### src/lbac_pkg.sv
package lbac_pkg;

  localparam int unsigned SectorBitsDefault = 28;

  localparam int unsigned HeadW    = 5;
  localparam int unsigned SptW     = 6;
  localparam int unsigned PerCylW  = HeadW + SptW;
  localparam int unsigned ByteW    = 8;
  localparam int unsigned CfgIdxW  = 3;
  localparam int unsigned SideW    = 2 * ByteW;

  typedef enum logic [CfgIdxW-1:0] {
    RegHeadCount      = 3'd0,
    RegSectorsPerTrk  = 3'd1,
    RegDriveHeadBase  = 3'd2,
    RegPrecomp        = 3'd3
  } cfg_reg_e;

  localparam logic [HeadW-1:0] HeadCountReset     = 5'd16;
  localparam logic [SptW-1:0]  SptReset           = 6'd63;
  localparam logic [ByteW-1:0] DriveHeadBaseReset = 8'd160;
  localparam logic [ByteW-1:0] PrecompReset       = 8'd0;
  localparam logic [HeadW-1:0] EightHeadsMin      = 5'd8;

  typedef struct packed {
    logic [ByteW-1:0] command;
    logic [ByteW-1:0] count;
  } side_t;

endpackage

### src/lba_to_chs_task_file_core.sv
// Builds the task-file bytes of a disk command from a logical sector number.
// A command is taken when start is high and busy is low; busy is always low,
// so a new command may be given in every cycle. The cylinder comes out of a
// chain of SECTOR_BITS long-division cells dividing the sector by heads
// times sectors per track, one quotient bit per cell. A second chain of
// eleven cells divides the remainder by sectors per track for the head and
// sector. After an output register, the result is on the output ports for
// exactly one cycle with done_o high; one result leaves in every cycle.
// The receiver cannot hold results off and must take each transfer in the
// cycle it is shown. Registers are written through the cfg_we_i port and
// must only change while no command is in flight.
// Reset clears the pipeline and loads 16 heads, 63 sectors per track, a
// drive/head base of 0xA0 and zero precompensation.
module lba_to_chs_task_file_core #(
  parameter int unsigned SECTOR_BITS = lbac_pkg::SectorBitsDefault
) (
  input  logic                          clk_i,
  input  logic                          rst_ni,
  input  logic                          start,
  output logic                          busy,
  input  logic [SECTOR_BITS-1:0]        logical_sector_i,
  input  logic [lbac_pkg::ByteW-1:0]    command_code_i,
  input  logic [lbac_pkg::ByteW-1:0]    sector_count_i,
  input  logic                          cfg_we_i,
  input  logic [lbac_pkg::CfgIdxW-1:0]  cfg_idx_i,
  input  logic [lbac_pkg::ByteW-1:0]    cfg_wdata_i,
  output logic                          done_o,
  output logic [lbac_pkg::SptW-1:0]     sector_byte_o,
  output logic [lbac_pkg::ByteW-1:0]    cylinder_low_o,
  output logic [lbac_pkg::ByteW-1:0]    cylinder_high_o,
  output logic [lbac_pkg::ByteW-1:0]    drive_head_byte_o,
  output logic [lbac_pkg::ByteW-1:0]    count_byte_o,
  output logic [lbac_pkg::ByteW-1:0]    command_byte_o,
  output logic [lbac_pkg::ByteW-1:0]    precomp_byte_o,
  output logic                          eight_heads_o,
  output logic                          cylinder_overflow_o
);

  localparam int unsigned HeadW   = lbac_pkg::HeadW;
  localparam int unsigned SptW    = lbac_pkg::SptW;
  localparam int unsigned PerCylW = lbac_pkg::PerCylW;
  localparam int unsigned ByteW   = lbac_pkg::ByteW;
  localparam int unsigned SideW   = lbac_pkg::SideW;
  localparam int unsigned Side2W  = SECTOR_BITS + SideW;

  logic [HeadW-1:0] head_count_q;
  logic [SptW-1:0]  spt_q;
  logic [ByteW-1:0] drive_head_base_q;
  logic [ByteW-1:0] precomp_q;

  always_ff @(posedge clk_i or negedge rst_ni) begin
    if (!rst_ni) begin
      head_count_q      <= lbac_pkg::HeadCountReset;
      spt_q             <= lbac_pkg::SptReset;
      drive_head_base_q <= lbac_pkg::DriveHeadBaseReset;
      precomp_q         <= lbac_pkg::PrecompReset;
    end else if (cfg_we_i) begin
      case (lbac_pkg::cfg_reg_e'(cfg_idx_i))
        lbac_pkg::RegHeadCount:     head_count_q      <= cfg_wdata_i[HeadW-1:0];
        lbac_pkg::RegSectorsPerTrk: spt_q             <= cfg_wdata_i[SptW-1:0];
        lbac_pkg::RegDriveHeadBase: drive_head_base_q <= cfg_wdata_i;
        lbac_pkg::RegPrecomp:       precomp_q         <= cfg_wdata_i;
        default: ;
      endcase
    end
  end

  logic [HeadW-1:0]   heads_eff;
  logic [SptW-1:0]    spt_eff;
  logic [PerCylW-1:0] per_cyl;

  // A zero head count or zero sectors per track divides as one.
  always_comb begin
    heads_eff = (head_count_q == '0) ? HeadW'(1) : head_count_q;
    spt_eff   = (spt_q == '0) ? SptW'(1) : spt_q;
    per_cyl   = PerCylW'(heads_eff) * PerCylW'(spt_eff);
  end

  lbac_pkg::side_t     side_in;
  logic                accept;
  logic                c1_valid;
  logic [SECTOR_BITS-1:0] cylinder;
  logic [PerCylW-1:0]  rest;
  logic [SideW-1:0]    c1_side;

  assign busy    = 1'b0;
  assign accept  = start && !busy;
  assign side_in = '{command: command_code_i, count: sector_count_i};

  lbac_div_chain #(
    .DW(SECTOR_BITS),
    .RW(PerCylW),
    .SW(SideW)
  ) u_cyl_chain (
    .clk_i      (clk_i),
    .rst_ni     (rst_ni),
    .valid_i    (accept),
    .dividend_i (logical_sector_i),
    .divisor_i  (per_cyl),
    .side_i     (side_in),
    .valid_o    (c1_valid),
    .quotient_o (cylinder),
    .remainder_o(rest),
    .side_o     (c1_side)
  );

  logic               c2_valid;
  logic [PerCylW-1:0] head_q2;
  logic [SptW-1:0]    sec;
  logic [Side2W-1:0]  c2_side;

  lbac_div_chain #(
    .DW(PerCylW),
    .RW(SptW),
    .SW(Side2W)
  ) u_head_chain (
    .clk_i      (clk_i),
    .rst_ni     (rst_ni),
    .valid_i    (c1_valid),
    .dividend_i (rest),
    .divisor_i  (spt_eff),
    .side_i     ({cylinder, c1_side}),
    .valid_o    (c2_valid),
    .quotient_o (head_q2),
    .remainder_o(sec),
    .side_o     (c2_side)
  );

  logic [SECTOR_BITS-1:0] cyl_out;
  lbac_pkg::side_t        side_out;

  assign cyl_out  = c2_side[Side2W-1:SideW];
  assign side_out = lbac_pkg::side_t'(c2_side[SideW-1:0]);

  logic             done_q;
  logic [SptW-1:0]  sector_byte_q;
  logic [ByteW-1:0] cyl_low_q, cyl_high_q, dh_byte_q, count_q, command_q;
  logic             overflow_q;

  always_ff @(posedge clk_i or negedge rst_ni) begin
    if (!rst_ni) begin
      done_q <= 1'b0;
    end else begin
      done_q <= c2_valid;
    end
  end

  always_ff @(posedge clk_i) begin
    sector_byte_q <= sec + SptW'(1);
    cyl_low_q     <= cyl_out[ByteW-1:0];
    cyl_high_q    <= cyl_out[2*ByteW-1:ByteW];
    dh_byte_q     <= drive_head_base_q | head_q2[ByteW-1:0];
    count_q       <= side_out.count;
    command_q     <= side_out.command;
    overflow_q    <= (cyl_out >> (2 * ByteW)) != '0;
  end

  assign done_o              = done_q;
  assign sector_byte_o       = sector_byte_q;
  assign cylinder_low_o      = cyl_low_q;
  assign cylinder_high_o     = cyl_high_q;
  assign drive_head_byte_o   = dh_byte_q;
  assign count_byte_o        = count_q;
  assign command_byte_o      = command_q;
  assign precomp_byte_o      = precomp_q;
  assign eight_heads_o       = head_count_q >= lbac_pkg::EightHeadsMin;
  assign cylinder_overflow_o = overflow_q;

  a_sector_nonzero: assert property (@(posedge clk_i) disable iff (!rst_ni)
    done_o |-> (sector_byte_o != '0))
    else $error("sector byte is zero");

  a_sector_in_track: assert property (@(posedge clk_i) disable iff (!rst_ni)
    done_o |-> (sector_byte_o <= spt_eff))
    else $error("sector byte beyond track length");

  a_head_fits: assert property (@(posedge clk_i) disable iff (!rst_ni)
    c2_valid |-> (head_q2 < PerCylW'(heads_eff)))
    else $error("head number not below head count");

  a_base_kept: assert property (@(posedge clk_i) disable iff (!rst_ni)
    done_o |-> ((drive_head_byte_o & drive_head_base_q) == drive_head_base_q))
    else $error("drive/head byte lost base bits");

endmodule

### src/lbac_div_cell.sv
module lbac_div_cell #(
  parameter int unsigned DW = 28,
  parameter int unsigned RW = 11,
  parameter int unsigned SW = 16
) (
  input  logic          clk_i,
  input  logic          rst_ni,
  input  logic          valid_i,
  input  logic [DW-1:0] dq_i,
  input  logic [RW-1:0] rem_i,
  input  logic [RW-1:0] divisor_i,
  input  logic [SW-1:0] side_i,
  output logic          valid_o,
  output logic [DW-1:0] dq_o,
  output logic [RW-1:0] rem_o,
  output logic [SW-1:0] side_o
);

  logic          valid_q;
  logic [DW-1:0] dq_q, dq_d;
  logic [RW-1:0] rem_q, rem_d;
  logic [SW-1:0] side_q;
  logic [RW:0]   shifted;
  logic [RW:0]   diff;
  logic          ge;

  // One restoring long-division step: shift in the next dividend bit and
  // subtract the divisor when it fits, shifting the quotient bit in behind.
  always_comb begin
    shifted = {rem_i, dq_i[DW-1]};
    diff    = shifted - {1'b0, divisor_i};
    ge      = shifted >= {1'b0, divisor_i};
    rem_d   = ge ? diff[RW-1:0] : shifted[RW-1:0];
    dq_d    = {dq_i[DW-2:0], ge};
  end

  always_ff @(posedge clk_i or negedge rst_ni) begin
    if (!rst_ni) begin
      valid_q <= 1'b0;
    end else begin
      valid_q <= valid_i;
    end
  end

  always_ff @(posedge clk_i) begin
    dq_q   <= dq_d;
    rem_q  <= rem_d;
    side_q <= side_i;
  end

  assign valid_o = valid_q;
  assign dq_o    = dq_q;
  assign rem_o   = rem_q;
  assign side_o  = side_q;

  a_rem_below_divisor: assert property (@(posedge clk_i) disable iff (!rst_ni)
    valid_q |-> (rem_q < divisor_i))
    else $error("partial remainder not below divisor");

endmodule

### src/lbac_div_chain.sv
module lbac_div_chain #(
  parameter int unsigned DW = 28,
  parameter int unsigned RW = 11,
  parameter int unsigned SW = 16
) (
  input  logic          clk_i,
  input  logic          rst_ni,
  input  logic          valid_i,
  input  logic [DW-1:0] dividend_i,
  input  logic [RW-1:0] divisor_i,
  input  logic [SW-1:0] side_i,
  output logic          valid_o,
  output logic [DW-1:0] quotient_o,
  output logic [RW-1:0] remainder_o,
  output logic [SW-1:0] side_o
);

  logic          valid_s [DW+1];
  logic [DW-1:0] dq_s    [DW+1];
  logic [RW-1:0] rem_s   [DW+1];
  logic [SW-1:0] side_s  [DW+1];

  assign valid_s[0] = valid_i;
  assign dq_s[0]    = dividend_i;
  assign rem_s[0]   = '0;
  assign side_s[0]  = side_i;

  for (genvar g = 0; g < DW; g++) begin : g_cell
    lbac_div_cell #(
      .DW(DW),
      .RW(RW),
      .SW(SW)
    ) u_cell (
      .clk_i    (clk_i),
      .rst_ni   (rst_ni),
      .valid_i  (valid_s[g]),
      .dq_i     (dq_s[g]),
      .rem_i    (rem_s[g]),
      .divisor_i(divisor_i),
      .side_i   (side_s[g]),
      .valid_o  (valid_s[g+1]),
      .dq_o     (dq_s[g+1]),
      .rem_o    (rem_s[g+1]),
      .side_o   (side_s[g+1])
    );
  end

  assign valid_o     = valid_s[DW];
  assign quotient_o  = dq_s[DW];
  assign remainder_o = rem_s[DW];
  assign side_o      = side_s[DW];

endmodule

### config.mk
export PLATFORM = sky130hd
export DESIGN_NAME = lba_to_chs_task_file_core
export DESIGN_NICKNAME = d
export VERILOG_FILES = /design/src/lbac_pkg.sv /design/src/lba_to_chs_task_file_core.sv /design/src/lbac_div_cell.sv /design/src/lbac_div_chain.sv
export SDC_FILE = /design/constraint.sdc
export NUM_CORES = 2
export LEC_CHECK = 0
export ABC_AREA = 0
export BUFFER_PORTS_ARGS = -buffer_cell sky130_fd_sc_hd__buf_2
export CAP_MARGIN = 15
export CORE_ASPECT_RATIO = 0.75
export CORE_UTILIZATION = 60
export DETAILED_ROUTE_END_ITERATION = 6
export PLACE_DENSITY_LB_ADDON = 0.25
export SLEW_MARGIN = 40
export SYNTH_ARGS = -nofsm -noshare
export SYNTH_HDL_FRONTEND = slang
export SYNTH_HIERARCHICAL = 1
export SYNTH_SLANG_ARGS = --single-unit
### constraint.sdc
create_clock -name clk_i -period 8.2 [get_ports clk_i]
set_input_delay 0.41 -clock clk_i [delete_from_list [all_inputs] [get_ports clk_i]]
set_output_delay 0.41 -clock clk_i [all_outputs]
set_load 0.05 [all_outputs]
* Word level (Yosys, flattened, before mapping) *
Cells that the tools add are included.

storage, ports and cells
  logic and storage cells = 304
  output and inout port bits = 58
  register bits after elaboration = 2,322

cells by class
  multipliers = 1
  bitwise gates (word level) = 1
  reductions and logical operators = 8
  mux-type cells = 41
  order comparisons = 40
  equality and inequality tests = 3
  add/sub/neg operators = 40

operators with widths
  operator               count
  $ge A12 B11 Y1         27
  $mux W11               27
  $sub A11 B11 Y11       27
  $ge A7 B6 Y1           10
  $mux W6                11
  $sub A6 B6 Y6          10
  $reduce_bool A28 Y1    1
  $ge A1 B11 Y1          1
  $mul A5 B6 Y11         1
  $sub A1 B11 Y11        1
  $or A8 B8 Y8           1
  $reduce_and A2 Y1      4
  $add A6 B1 Y6 const B  1
  $eq A3 B2 Y1 const B   2
  $ge A1 B6 Y1           1
  $logic_not A6 Y1       1
  $sub A1 B6 Y6          1
  $ge A5 B4 Y1 const B   1
  $logic_not A5 Y1       1
  $mux W5                1
  $eq A3 B1 Y1 const B   1
  $logic_not A3 Y1       1
  $mux W1                2

* Longest topological paths before layout *
  word-level depth = 5
  mapped depth = 23

* Hierarchy *
Netlist, hierarchy kept.

modules (own cells, without submodules)
  module                                             sequential area each (um^2)  area an instance (um^2)  times used  cells an instance
  lbac_div_cell (u_cyl_chain.g_cell[0].u_cell ...)   1,126.1                      1,880.6                  27          166
  lbac_div_cell (u_head_chain.g_cell[0].u_cell ...)  1,246.2                      1,627.8                  11          107
  lba_to_chs_task_file_core                          1,652.8                      3,120.5                  1           246
  lbac_div_cell (u_cyl_chain.g_cell[25].u_cell)      1,126.1                      1,840.5                  1           144
  lbac_div_chain                                     0.0                          3.8                      2           1

* Worst setup path after synthesis *
OpenSTA, ideal clock, no wires.

  path type = reg2reg
  from = reg spt_q[5]
  to = reg u_cyl_chain.g_cell[25].u_cell.rem_q[10]
  arrival = 6,303 ps
  setup time = 121 ps
  stages on the path, launching flop included = 24
  path buffers = 1
  clock period less this slack = 6,424 ps
  setup slack = 1,776 ps
  path through = dfstp_2 -> nor3_1 -> a21oi_1 -> inv_1 -> nand2_1 -> fa_1 -> fa_1 -> fa_1 -> inv_1 -> ha_1 -> o21ai_0 -> o21bai_1 -> a21oi_1 -> xnor2_1 -> inv_1 -> ha_1 -> and2_1 -> and3_1 -> nand4_1 -> o21a_1 -> and2_4 -> buf_6 -> inv_12 -> mux2_4

between the ends
  word-level cells in the longest chain between the ends = 5
  elaborated cells on any way between the ends = 6
  those cells by class = 1 x add/sub; 1 x mul; 1 x order compare; 2 x mux; 1 x reduce/logical

ends and longest elaborated chain
  item                                               RTL line                         text
  start: declaration                                 lba_to_chs_task_file_core.sv:47  logic [SptW-1:0] spt_q;
  start signal: assignment                           lba_to_chs_task_file_core.sv:54  spt_q <= lbac_pkg::SptReset;
  start signal: assignment                           lba_to_chs_task_file_core.sv:60  lbac_pkg::RegSectorsPerTrk: spt_q <= cfg_wdata_i[SptW-1:0];
  $logic_not A6 Y1                                   lba_to_chs_task_file_core.sv:75  spt_eff = (spt_q == '0) ? SptW'(1) : spt_q;
  $mux W6                                            lba_to_chs_task_file_core.sv:75
  named net spt_eff[0]                               lba_to_chs_task_file_core.sv:69  logic [SptW-1:0] spt_eff;
  $mul A5 B6 Y11                                     lba_to_chs_task_file_core.sv:76  per_cyl = PerCylW'(heads_eff) * PerCylW'(spt_eff);
  named net per_cyl[7]                               lba_to_chs_task_file_core.sv:70  logic [PerCylW-1:0] per_cyl;
  $ge A12 B11 Y1                                     lbac_div_cell.sv:32              ge = shifted >= {1'b0, divisor_i};
  named net u_cyl_chain.g_cell[25].u_cell.ge         lbac_div_cell.sv:25              logic ge;
  $mux W11                                           lbac_div_cell.sv:33              rem_d = ge ? diff[RW-1:0] : shifted[RW-1:0];
  named net u_cyl_chain.g_cell[25].u_cell.rem_d[10]  lbac_div_cell.sv:21              logic [RW-1:0] rem_q, rem_d;
  end signal: assignment                             lbac_div_cell.sv:47              rem_q <= rem_d;
  end: declaration                                   lbac_div_cell.sv:21

The timed path passes the listed nets, and every way through them passes these cells.
A chain may end at the register's enable or synchronous reset.

* Worst setup path after layout *
  from = reg spt_q[2]
  to = reg u_cyl_chain.g_cell[10].u_cell.rem_q[4]

between the ends
  word-level cells in the longest chain between the ends = 5
  elaborated cells on any way between the ends = 6
  those cells by class = 1 x add/sub; 1 x mul; 1 x order compare; 2 x mux; 1 x reduce/logical

ends and longest elaborated chain
  item                                              RTL line
  $logic_not A6 Y1                                  lba_to_chs_task_file_core.sv:75
  $mux W6                                           lba_to_chs_task_file_core.sv:75
  named net spt_eff[0]                              lba_to_chs_task_file_core.sv:69
  $mul A5 B6 Y11                                    lba_to_chs_task_file_core.sv:76
  named net per_cyl[7]                              lba_to_chs_task_file_core.sv:70
  $ge A12 B11 Y1                                    lbac_div_cell.sv:32
  $mux W11                                          lbac_div_cell.sv:33
  named net u_cyl_chain.g_cell[10].u_cell.rem_d[4]  lbac_div_cell.sv:21
  end signal: assignment                            lbac_div_cell.sv:47
  end: declaration                                  lbac_div_cell.sv:21

The timed path passes the listed nets, and every way through them passes these cells.

==> results.json <==
{
  "outcome": "complete, no violations",
  "finalHoldViolCount": 0,
  "synth_area_mm2": 0.0730,
  "synthesis.instances": 6018,
  "fillCellCount": 8491,
  "clk_latency_ns": 0.81,
  "drv_cap": 0,
  "crit_type": "reg2reg",
  "routed_wl_mm": 120,
  "syn_area_per_cell_um2": 12.1,
  "setup_slack_ns": 1.38,
  "dp_slack_ns": 1.45,
  "antenna_left": 0,
  "critPathCaptureType": "flop",
  "finalMaxSlewViolations": 0,
  "fin_area_mm2": 0.0830,
  "cts_hold_buf": 54,
  "drc": 0,
  "io_pins": 117,
  "clock_sinks": 2295,
  "fmax_ghz": 0.147,
  "nets": 6900,
  "grt.total_usage": 0.196,
  "rsz0062_at_grt": "no",
  "mostFrequentLayoutCells": "2228 x dfxtp_1, 563 x inv_1, 530 x nand2_1",
  "die_h_um": 304,
  "rows": 110,
  "cts_tree": "yes",
  "slew_headroom": 0.496,
  "start_util": 0.607,
  "dp_hpwl_mm": 76.9,
  "required_ns": 8.91,
  "cp_cell_sequence": "nor2_1 > a21oi_1 > inv_1 > nand2_1 > fa_1 > fa_1 > fa_1 > inv_1 > ha_1 > o21ai_0 > o21bai_1 > a21oi_1 > xnor2_2 > buf_4 > inv_1 > ha_1 > a21oi_1 > o211a_1 > nand2_1 > o2bb2ai_2 > buf_4 > nand2_1 > o31ai_1",
  "critPathBufInv": 5,
  "first_global_vias": 40342,
  "place.gp.congestion": 0.885,
  "multiInputGateArea_mm2": 0.0244,
  "final_common_cell": "dfxtp_1",
  "worstHoldPathType": "in2reg",
  "cp.arrival_ns": 7.53,
  "io_buffer_count": 115,
  "crit_slowest_cell": "dfstp_2",
  "critical_path_peak_fanout": 28,
  "slowest_delay_ns": 0.76,
  "clockBufferDepth": 3,
  "wl_per_cell_um": 14.7,
  "die_w_um": 405,
  "dr.pass1.iters": 6,
  "vias": 41563,
  "cts_buffers": 192,
  "clock-root-buffer": "clkbuf_16",
  "drtIter0Drc": 2481,
  "yosysWarnings": 6,
  "fin_util": 0.690,
  "dpl_cell_area_mm2": 0.0756,
  "syn_to_final_growth_pct": 13.6,
  "htree_levels": 4,
  "clock_skew_ns": 0.0430,
  "critPathTopFamily": "adder cells",
  "seqCellArea_mm2": 0.0463,
  "grt_pass1_wl_mm": 198,
  "grt_antenna_before_repair": 0,
  "n_antenna_cell": 0,
  "grt_remaining_overflow": 0,
  "fin_tns_setup_ns": 0,
  "clk_pin_slew_ns": 0.07,
  "period_share": 0.832,
  "postCtsSetupBuffers": 0,
  "core-area_mm2": 0.120,
  "post_drt_via_cell_ratio": 5.09,
  "crit_path_start_kind": "flop",
  "tightest_slew_ns": 0.751,
  "setup_violations": 0,
  "drive_gt1_frac": 0.149,
  "cts_resized": 0,
  "dieArea_mm2": 0.123,
  "grt_start_max_net_pins": 68,
  "fin_crit_ns": 6.82
}
## path summary, 6_finish.rpt
kind	startpoint	endpoint	slack [ns]	cells after the start
worst min-delay path	cfg_idx_i[1]	head_count_q[1]$_DFFE_PN0P_	0.09	3
max in group asynchronous	rst_ni	head_count_q[2]$_DFFE_PN0P_	7.55	3
worst max register to register	spt_q[2]$_DFFE_PN1P_	u_cyl_chain/g_cell[10].u_cell/rem_o[4]$_DFF_P_	1.38	23
min in group asynchronous	rst_ni	precomp_byte_o[6]$_DFFE_PN0P_	0.24	3
worst max-delay path	spt_q[2]$_DFFE_PN1P_	u_cyl_chain/g_cell[10].u_cell/rem_o[4]$_DFF_P_	1.38	23
worst min register to register	u_cyl_chain/g_cell[21].u_cell/dq_o[20]$_DFF_P_	u_cyl_chain/g_cell[22].u_cell/dq_o[21]$_DFF_P_	0.28	0
## flip-flops by register name, summed over array words and instances (netlist names), 5 cells and up
name and flops:
u_head_chain/g_cell.u_cell/side_o 484, u_head_chain/g_cell.u_cell/valid_o 11, head_count_q 5, u_cyl_chain/g_cell.u_cell/dq_o 784, u_cyl_chain/g_cell.u_cell/rem_o 308, command_byte_o 8, u_cyl_chain/g_cell.u_cell/valid_o 28, u_cyl_chain/g_cell.u_cell/side_o 448
spt_q 6, precomp_byte_o 8, cylinder_low_o 8, cylinder_high_o 8, count_byte_o 8, u_head_chain/g_cell.u_cell/rem_o 66, sector_byte_o 6, drive_head_base_q 8
drive_head_byte_o 8, u_head_chain/g_cell.u_cell/dq_o 91
## per-stage QoR
stage	hold WS, ns	std cells
finish	0.0915	8164
global route	0.0566	8164
CTS	0.0220	8164
detailed placement	0.312	7761
global placement	0.309	7761
floorplan	0.114	6049
## worst reg2reg max path, delay by kind of cell, from the launching register on
kind	cells	cell delay [ns]
AOI/OAI and AO/OA	8	2.15
buffers and inverters	5	1.09
adders and majority gates	5	2.26
xor gates and xnor gates	1	0.13
and+or+nand+nor	4	0.32
DFF	1	0.76
## per-layer routing
metal  wire (um)  GRT usage  up-vias
met5           0          0        -
met1       56100      0.263    19275
met3        5890     0.0385      215
met4        2780     0.0648        0
met2       55200      0.318      851
li1            -          -    21222
## area by class of cell
cell class,count,share of cell area
flip-flops and latches,2295,0.558
clock buffers,252,0.0655
repair buffers,205,0.0167
multi-input cells,3127,0.294
well taps,1624,0.0245
inverters,564,0.0257
clock inverters,97,0.0160
Power is left out: the tool's default activity adds up to more than one toggle a clock period on the data nets, which glitch-free logic cannot reach.
